<file path="src/rtl/p2x_pkg.sv">
package p2x_pkg;

	localparam int WIDTH_LIMIT  = 1024;
	localparam int HEIGHT_LIMIT = 4096;
	localparam int ADDR_W       = $clog2(WIDTH_LIMIT);
	localparam int COL_W        = ADDR_W + 1;
	localparam int ROW_W        = $clog2(HEIGHT_LIMIT);
	localparam int HGT_W        = ROW_W + 1;
	localparam int BANKS        = 4;

	localparam int Q_DEPTH = 4;
	localparam int Q_AW    = $clog2(Q_DEPTH);
	localparam int Q_CNT_W = Q_AW + 1;

	localparam logic       OP_PIXEL = 1'b0;
	localparam logic       OP_DRAIN = 1'b1;

	localparam logic [1:0] CFG_PIXEL_FORMAT = 2'd0;
	localparam logic [1:0] CFG_FRAME_WIDTH  = 2'd1;
	localparam logic [1:0] CFG_FRAME_HEIGHT = 2'd2;

	localparam logic FMT_RGB565   = 1'b0;
	localparam logic FMT_XRGB8888 = 1'b1;

	typedef struct packed {
		logic        op;
		logic [31:0] pixel_in;
	} in_item_t;

	typedef struct packed {
		logic [31:0] pixel_tl;
		logic [31:0] pixel_tr;
		logic [31:0] pixel_bl;
		logic [31:0] pixel_br;
		logic [11:0] src_row;
		logic [9:0]  src_col;
		logic        last_of_run;
		logic        frame_done;
	} res_item_t;

	// Frame settings as the datapath uses them (width and height already saturated).
	typedef struct packed {
		logic             fmt;
		logic [COL_W-1:0] w;
		logic [HGT_W-1:0] h;
	} cfg_t;

	typedef enum logic [1:0] {
		ACT_FILL,
		ACT_SHIFT,
		ACT_DUP
	} act_kind_t;

	typedef struct packed {
		act_kind_t   kind;
		logic        emit;
		logic        last;
		logic        done;
		logic [11:0] row;
		logic [9:0]  col;
	} act_meta_t;

	typedef struct packed {
		act_meta_t       meta;
		logic [3:0][1:0] bank;
		logic            use_pix;
		logic [31:0]     pix;
	} iss_t;

	typedef struct packed {
		act_meta_t        meta;
		logic [3:0][31:0] column;
	} act_t;

	typedef enum logic [2:0] {
		FS_RUN,
		FS_PIX_DUP1,
		FS_PIX_DUP2,
		FS_DRN_COL1,
		FS_DRN_COL2
	} fe_state_t;

endpackage

</file>
<file path="src/rtl/p2x_queue.sv">
module p2x_queue (
	input  logic                          clk,
	input  logic                          arst_n,
	input  logic                          push,
	input  p2x_pkg::act_t                 push_act,
	input  logic                          pop,
	output logic                          valid,
	output p2x_pkg::act_t                 act,
	output logic [p2x_pkg::Q_CNT_W-1:0]   count
);

	p2x_pkg::act_t              ent_q [p2x_pkg::Q_DEPTH];
	logic [p2x_pkg::Q_AW-1:0]   wptr_q, rptr_q;
	logic [p2x_pkg::Q_CNT_W-1:0] cnt_q;

	always_ff @(posedge clk or negedge arst_n) begin
		if (!arst_n) begin
			wptr_q <= '0;
			rptr_q <= '0;
			cnt_q  <= '0;
		end else begin
			if (push) begin
				wptr_q <= wptr_q + 1'b1;
			end
			if (pop) begin
				rptr_q <= rptr_q + 1'b1;
			end
			cnt_q <= cnt_q + {{(p2x_pkg::Q_CNT_W-1){1'b0}}, push}
				- {{(p2x_pkg::Q_CNT_W-1){1'b0}}, pop};
		end
	end

	always_ff @(posedge clk) begin
		if (push) begin
			ent_q[wptr_q] <= push_act;
		end
	end

	assign valid = (cnt_q != '0);
	assign act   = ent_q[rptr_q];
	assign count = cnt_q;

endmodule

</file>
<file path="config.mk">
export PLATFORM = sky130hd
export DESIGN_NAME = p2x_queue
export DESIGN_NICKNAME = d
export VERILOG_FILES = /design/src/rtl/p2x_pkg.sv /design/src/rtl/p2x_queue.sv
export SDC_FILE = /design/constraint.sdc
export NUM_CORES = 1
export LEC_CHECK = 0
export BUFFER_PORTS_ARGS = -buffer_cell sky130_fd_sc_hd__buf_2
export CAP_MARGIN = 20
export CORE_ASPECT_RATIO = 1.75
export CORE_MARGIN = 2
export CORE_UTILIZATION = 27
export CTS_CLUSTER_SIZE = 30
export DETAILED_ROUTE_END_ITERATION = 10
export SYNTH_ARGS = -nofsm -noshare
export SYNTH_HDL_FRONTEND = slang
export SYNTH_SLANG_ARGS = --single-unit
</file>
<file path="constraint.sdc">
create_clock -name clk -period 13.7 [get_ports clk]
set_input_delay 0.685 -clock clk [delete_from_list [all_inputs] [get_ports clk]]
set_output_delay 0.685 -clock clk [all_outputs]
set_load 0.02 [all_outputs]
</file>
==> results.yml, run 1 <==
placement:
  portBuffers: 317
  dp_cells: 2210
  postPlaceCellArea_sq_mm: 0.0255
  hpwl_microns: 30800
  post-place-ws_ns: 9.68
  routabilityCongestion: 0.706
timing:
  clock.fmax_mhz: 223
  post-route-period-util: 0.327
  clock_skew_ns: 0.0286
  post-route-min-period_ns: 4.48
  drv_slew: 0
  finalSetupViolCount: 0
  rsz0062_at_grt: "false"
  finalHoldViolations: 0
  tightest_slew_ns: 0.995
  timing.final.ws_setup_ns: 9.22
  setup_tns_ns: 0
  slew_headroom: 0.337
route:
  wirelength_microns: 49600
  ant_nets: 0
  wl_per_cell_microns: 21.4
  vias: 10115
  firstDrtPassIters: 4
  drt_iter0_markers: 504
  via_per_inst: 4.35
  post-route-drc-count: 0
worst_setup_path:
  r2r-start: "rptr_q[0]$_DFFE_PN0P_"
  worstSetupEndpointType: "output pin"
  rrSetupSlack_ns: 10.91
  r2r-end: "rptr_q[1]$_DFFE_PN0P_"
  critPathKind: "flip-flop to output pin"
  cp-start-kind: "flip-flop"
  worstPathArrival_ns: 3.79
  reg2reg_depth: 4
  critPathRequiredTime_ns: 13.02
  path_max_fanout: 86
finish:
  multi_input_area_sq_mm: 0.00368
  seqCellArea_sq_mm: 0.0188
  area_delta_synth_final_pct: 20.4
  fin_nets: 1365
  post-route-cell-area_sq_mm: 0.0275
  drive_gt1_frac: 0.464
  finalNonFillerCells: 2323
  fill_cells: 7958
logic_synthesis:
  yosys_warnings: 0
  syn_inst: 843
  syn_avg_cell_area_sq_um: 27.1
  synthesis.nets: 1009
  synth_seq_cells: 627
  yosys.cell_types.count: 17
  yosysSeqAreaShare: 0.824
  synth_area_sq_mm: 0.0228
cts:
  cts_tree: "done"
  cts_sinks: 627
  numCtsBuffers: 58
  cts-root-buf: "clkbuf_16"
  cts_max_path_buffers: 3
  post-cts-setup-buffer-count: 0
  h-tree-depth: 2
  path_clk_slew_ns: 0.07
  clk-insertion-delay-late_ns: 0.63
job:
  drv_cap: 0
global_routing:
  grt.overflow.total: 0
  antenna_found_initial: 19
  gr-usage-all-layers: 0.113
  grt_pass1_vias: 11104
  grt_pass1_wl_microns: 72600
  grt_max_degree: 87
die:
  initial_core_util: 0.272
  fp.coreArea_sq_mm: 0.0840
  boundaryPins: 318
  fp-row-count: 141
  fp.dieW_microns: 224
  die_area_sq_mm: 0.0869
  die_h_microns: 388
hold_path:
  hold_depth: 1
  min_path_type: "primary input to flip-flop"
  holdCritStartpoint: "push_act[136]"
  holdPathEnd: "ent_q[3][136]$_DFFE_PP_"
power:
  power.leakage_uw: 0.00913
  power_density_mw_per_mm2: 223
  ir_worst_vdd_v: 0.000156
run_status:
  status: "finished, final reports clean"
[cell usage in the layout (no fill, tap or decap), types with 4 or more instances in the layout]
| master | netlist | final |
|---|---|---|
| clkbuf_16 | 0 | 59 |
| ha_1 | 6 | 6 |
| inv_6 | 0 | 5 |
| inv_1 | 6 | 6 |
| mux4_2 | 155 | 155 |
| buf_4 | 0 | 12 |
| edfxtp_1 | 620 | 620 |
| clkinv_1 | 0 | 9 |
| clkinv_2 | 0 | 9 |
| diode_2 | 0 | 6 |
| buf_2 | 17 | 317 |
| dfrtp_1 | 7 | 5 |
| and2_4 | 0 | 4 |
| bufinv_16 | 0 | 6 |
| clkbuf_1 | 2 | 10 |
[per-layer routing]
layer | track usage | share of wire
met1 | 0.120 | 0.36
met2 | 0.205 | 0.54
met3 | 0.0328 | 0.066
met4 | 0.0516 | 0.038
met5 | 0 | 0.0025
[area by class of cell]
type | instances | share of cell area
Inverter | 6 | 0.000820
Tap cell | 1072 | 0.0488
Sequential cell | 627 | 0.684
Clock inverter | 37 | 0.0141
Clock buffer | 69 | 0.0551
Timing Repair Buffer | 331 | 0.0621
Antenna cell | 6 | 0.000547
Multi-Input combinational cell | 175 | 0.134
[worst max-delay path by stage]
stage	startpoint	to	cells after the start
CTS	rptr_q[0]$_DFFE_PN0P_	act[59]	4
finish	rptr_q[0]$_DFFE_PN0P_	act[145]	4
global placement	rptr_q[0]$_DFFE_PN0P_	act[145]	4
global route	rptr_q[0]$_DFFE_PN0P_	act[59]	4
detailed placement	rptr_q[0]$_DFFE_PN0P_	act[59]	4
floorplan	push	ent_q[0][0]$_DFFE_PP_	1
[report_power, final]
part / internal, uW / total (uW) / switching (uW)
Clock: 910 / 1620 / 707
Sequential: 2510 / 2660 / 145
Combinational: 729 / 1860 / 1130
Total: 4150 / 6130 / 1990
[per-stage QoR]
step	util	power, uW	hold slack, ns
2_1_floorplan	-	4030	0.389
3_3_place_gp	0.304	4600	0.513
3_5_place_dp	0.304	4630	0.538
4_1_cts	0.327	6260	0.201
5_1_grt	0.327	6420	0.215
6_report	0.327	6130	0.258
[sequential cells by signal (all words and copies together), names as in the netlist]
name    flops
count       3
wptr_q      2
rptr_q      2
ent_q     620
[worst max-delay path: stages (launching register included)]
cell     delay, ns
dfrtp_4       0.93
buf_12        0.51
buf_4         0.70
mux4_2        0.60
buf_2         0.19
[Yosys cell counts]
library cell,number,area share
dfrtp_1,7,0.0077
xnor2_1,3,0.0012
xor2_1,2,0.00077
and2_1,4,0.0011
o21ai_0,1,0.00022
buf_2,17,0.0037
nand2_1,2,0.00033
buf_6,5,0.0025
mux4_2,155,0.15
buf_12,1,0.00088
edfxtp_1,620,0.82
inv_1,6,0.00099
clkbuf_1,2,0.00033
buf_8,10,0.0066
fa_1,1,0.00088
ha_1,6,0.0033
or3_1,1,0.00027
[cell families after synthesis]
| group | synth area share |
|---|---|
| multiplexers | 0.153 |
| AO/OA/AOI/OAI | 0.000219 |
| AND/OR/NAND/NOR | 0.00170 |
| XOR/XNOR | 0.00192 |
| flip-flops | 0.824 |
| adder cells (fa/ha/maj) | 0.00417 |
| buffers and inverters | 0.0150 |
[timing repair]
item                      in CTS  in global routing
hold buffers                   1                  0
hold endpoints to repair       7                  0
resized for setup              0                  0
No activity file was read; power rests on OpenSTA's default activity.
==> inputs of run 2 (changes only) <==
--- a/config.mk
+++ b/config.mk
@@ -5,6 +5,7 @@
 export SDC_FILE = /design/constraint.sdc
 export NUM_CORES = 1
 export LEC_CHECK = 0
+export ABC_AREA = 1
 export BUFFER_PORTS_ARGS = -buffer_cell sky130_fd_sc_hd__buf_2
 export CAP_MARGIN = 20
 export CORE_ASPECT_RATIO = 1.75
==> constraint.sdc (replaced) <==
create_clock -name clk -period 3.78 [get_ports clk]
set_input_delay 0.189 -clock clk [delete_from_list [all_inputs] [get_ports clk]]
set_output_delay 0.189 -clock clk [all_outputs]
set_load 0.02 [all_outputs]
==> run 2 against run 1 <==
  * Die area increased by 16%
  * Non-clock buffer count is 174 higher
  * Synthesized cell count grew to 2.9 times the previous value
  * Power increased to 4.1 times the previous value
  * Combinational power rose to 5.2 times the previous value
  * Setup slack got worse by 8.2 ns
  * Critical endpoint is now act[25]
  * Largest cell class unchanged
  * Highest routed layer unchanged
==> results.yml, run 2 <==
timing:
  setup_tns_ns: 0
  timing.final.ws_setup_ns: 0.986
  post-route-period-util: 0.739
  drv_slew: 0
  finalSetupViolCount: 0
  finalHoldViolations: 0
  clock.fmax_mhz: 358
  tightest_slew_ns: 1.10
  post-route-min-period_ns: 2.79
  rsz0062_at_grt: "false"
  slew_headroom: 0.264
  clock_skew_ns: 0.0274
placement:
  portBuffers: 317
  hpwl_microns: 37200
  postPlaceCellArea_sq_mm: 0.0295
  routabilityCongestion: 0.737
  post-place-ws_ns: 1.24
hold_path:
  min_path_type: "primary input to flip-flop"
  holdCritStartpoint: "push_act[4]"
  holdPathEnd: "ent_q[1][4]$_DFFE_PP_"
  hold_depth: 2
worst_setup_path:
  cpLargestDelayFamily: "buffers and inverters"
  path_max_fanout: 112
  crit_chain: "inv_8 > buf_4 > nand2_1 > nand3_1 > nand2_1 > buf_2"
  cp_slowest_stage_delay_ns: 0.54
  crit_path_frequent_cell: "nand2_1"
  worstPathArrival_ns: 2.61
  path_buf_inv: 3
  cp-start-kind: "flip-flop"
  critPathKind: "flip-flop to output pin"
  worstSetupEndpointType: "output pin"
  reg2reg_depth: 5
  r2r-start: "wptr_q[0]$_DFFE_PN0P_"
  critPathRequiredTime_ns: 3.59
  cp_slowest_cell: "inv_8"
  worstSetupStartpoint: "rptr_q[0]$_DFFE_PN0P_"
  r2r-end: "ent_q[0][64]$_DFFE_PP_"
  rrSetupSlack_ns: 1.30
die:
  fp.dieW_microns: 241
  fp-row-count: 152
  die_area_sq_mm: 0.101
  boundaryPins: 318
  die_h_microns: 419
  initial_core_util: 0.271
  fp.coreArea_sq_mm: 0.0978
cts:
  post-cts-setup-buffer-count: 0
  numCtsBuffers: 60
  path_clk_slew_ns: 0.06
  cts_sinks: 627
  cts_tree: "done"
  cts-root-buf: "clkbuf_16"
  post_cts_resized: 0
  clk-insertion-delay-late_ns: 0.62
  cts_max_path_buffers: 3
  h-tree-depth: 2
finish:
  layout_common_cells: "786 x nand2_1, 628 x inv_1, 620 x edfxtp_1"
  largest_register: "ent_q"
  fill_cells: 9747
  fin_nets: 3103
  drive_gt1_frac: 0.149
  largest_reg_flops: 620
  layout_commonest_cell: "nand2_1"
  post-route-cell-area_sq_mm: 0.0331
  area_delta_synth_final_pct: 24.9
global_routing:
  antenna_found_initial: 9
  gr-usage-all-layers: 0.123
  grt_pass1_wl_microns: 95100
  grt_max_degree: 165
  grt.overflow.total: 0
  grt_pass1_vias: 17217
route:
  vias: 17312
  top_layer_used: "met5"
  wirelength_microns: 63300
  firstDrtPassIters: 4
  wl_per_cell_microns: 14.7
  routed-wl-met2_microns: 33100
  wl_met3_microns: 3110
  ant_nets: 0
  wl_met1_microns: 25100
  via_per_inst: 4.03
  post-route-drc-count: 0
  drt_iter0_markers: 761
logic_synthesis:
  async_reset_ff_frac: 0.0112
  synth.area.top_cells: "edfxtp_1 70%, nand2_1 11%, inv_1 9.0%"
  synthTopCellsByCount: "786 x nand2_1, 633 x inv_1, 620 x edfxtp_1, 312 x nand3_1, 62 x buf_2"
  synth_area_sq_mm: 0.0265
  syn_inst: 2474
  synthesis.nets: 2640
  synth_flop_cell: "edfxtp_1"
  yosysSeqAreaShare: 0.709
  synth_most_common_cell: "nand2_1"
  yosys.cell_types.count: 14
  synth_top_area_cell: "edfxtp_1"
  synth_top_area_frac: 0.702
  synth_seq_cells: 627
  syn_avg_cell_area_sq_um: 10.7
  yosys_warnings: 0
  synth_edf_count: 620
run_status:
  status: "finished, final reports clean"
power:
  ir_worst_vdd_v: 0.000511
  power_density_mw_per_mm2: 763
  power_uw: 25300
  power.leakage_uw: 0.0150
job:
  drv_cap: 0
run 2: cell type report:
| class | count | area, sq um | share of cell area |
|---|---|---|---|
| Antenna cell | 4 | 10.0 | 0.000302 |
| Clock buffer | 73 | 1590 | 0.0481 |
| Clock inverter | 39 | 427 | 0.0129 |
| Inverter | 634 | 2410 | 0.0727 |
| Multi-Input combinational cell | 1109 | 4640 | 0.140 |
| Sequential cell | 627 | 18800 | 0.568 |
| Tap cell | 1309 | 1640 | 0.0494 |
| Timing Repair Buffer | 505 | 3610 | 0.109 |
run 2: cell families after synthesis:
family / after synthesis / synth area share
AOI/OAI and AO/OA: 1 / 0.000189
xor gates and xnor gates: 3 / 0.000991
adders and majority gates: 7 / 0.00359
buffers and inverters: 738 / 0.116
DFF: 627 / 0.709
and+or+nand+nor: 1098 / 0.170
run 2: metal layers:
metal,vias up,global-route usage
li1,8635,-
met1,8207,0.134
met2,358,0.228
met3,102,0.0262
met4,10,0.0478
met5,-,0
run 2: metrics by stage:
stage,std cells,hold WS [ns],util
after floorplan,2474,-0.107,-
after global placement,4025,0.0756,0.302
after detailed placement,4025,0.0811,0.302
after CTS,4296,0.244,0.339
after global routing,4300,0.287,0.339
final,4300,0.308,0.339
run 2: worst max path at each step:
stage	cells after the start	end	slack, ns
after floorplan	4	ent_q[0][0]$_DFFE_PP_	0.37
after global placement	5	ent_q[0][64]$_DFFE_PP_	1.25
after detailed placement	5	ent_q[0][64]$_DFFE_PP_	1.24
after CTS	6	act[41]	0.89
after global routing	6	act[25]	0.79
final	6	act[25]	0.99
run 2: worst reg2reg max path, delay by kind of cell (launching register included):
family / cells / cell delay, ns
buf+inv: 3 / 1.42
simple gates: 1 / 0.10
fa+ha+maj: 1 / 0.20
flops: 1 / 0.43
run 2: report_power, final:
group / internal, uW / switching [uW] / leakage (uW)
Sequential: 9090 / 276 / 0.00577
Combinational: 2770 / 6970 / 0.00821
Clock: 3550 / 2630 / 0.000986
Total: 15400 / 9870 / 0.0150
run 2: repair_timing:
action / CTS / global route
endpoints found under the setup margin: 0 / 0
hold endpoints to repair: 632 / 0
hold buffers: 159 / 0
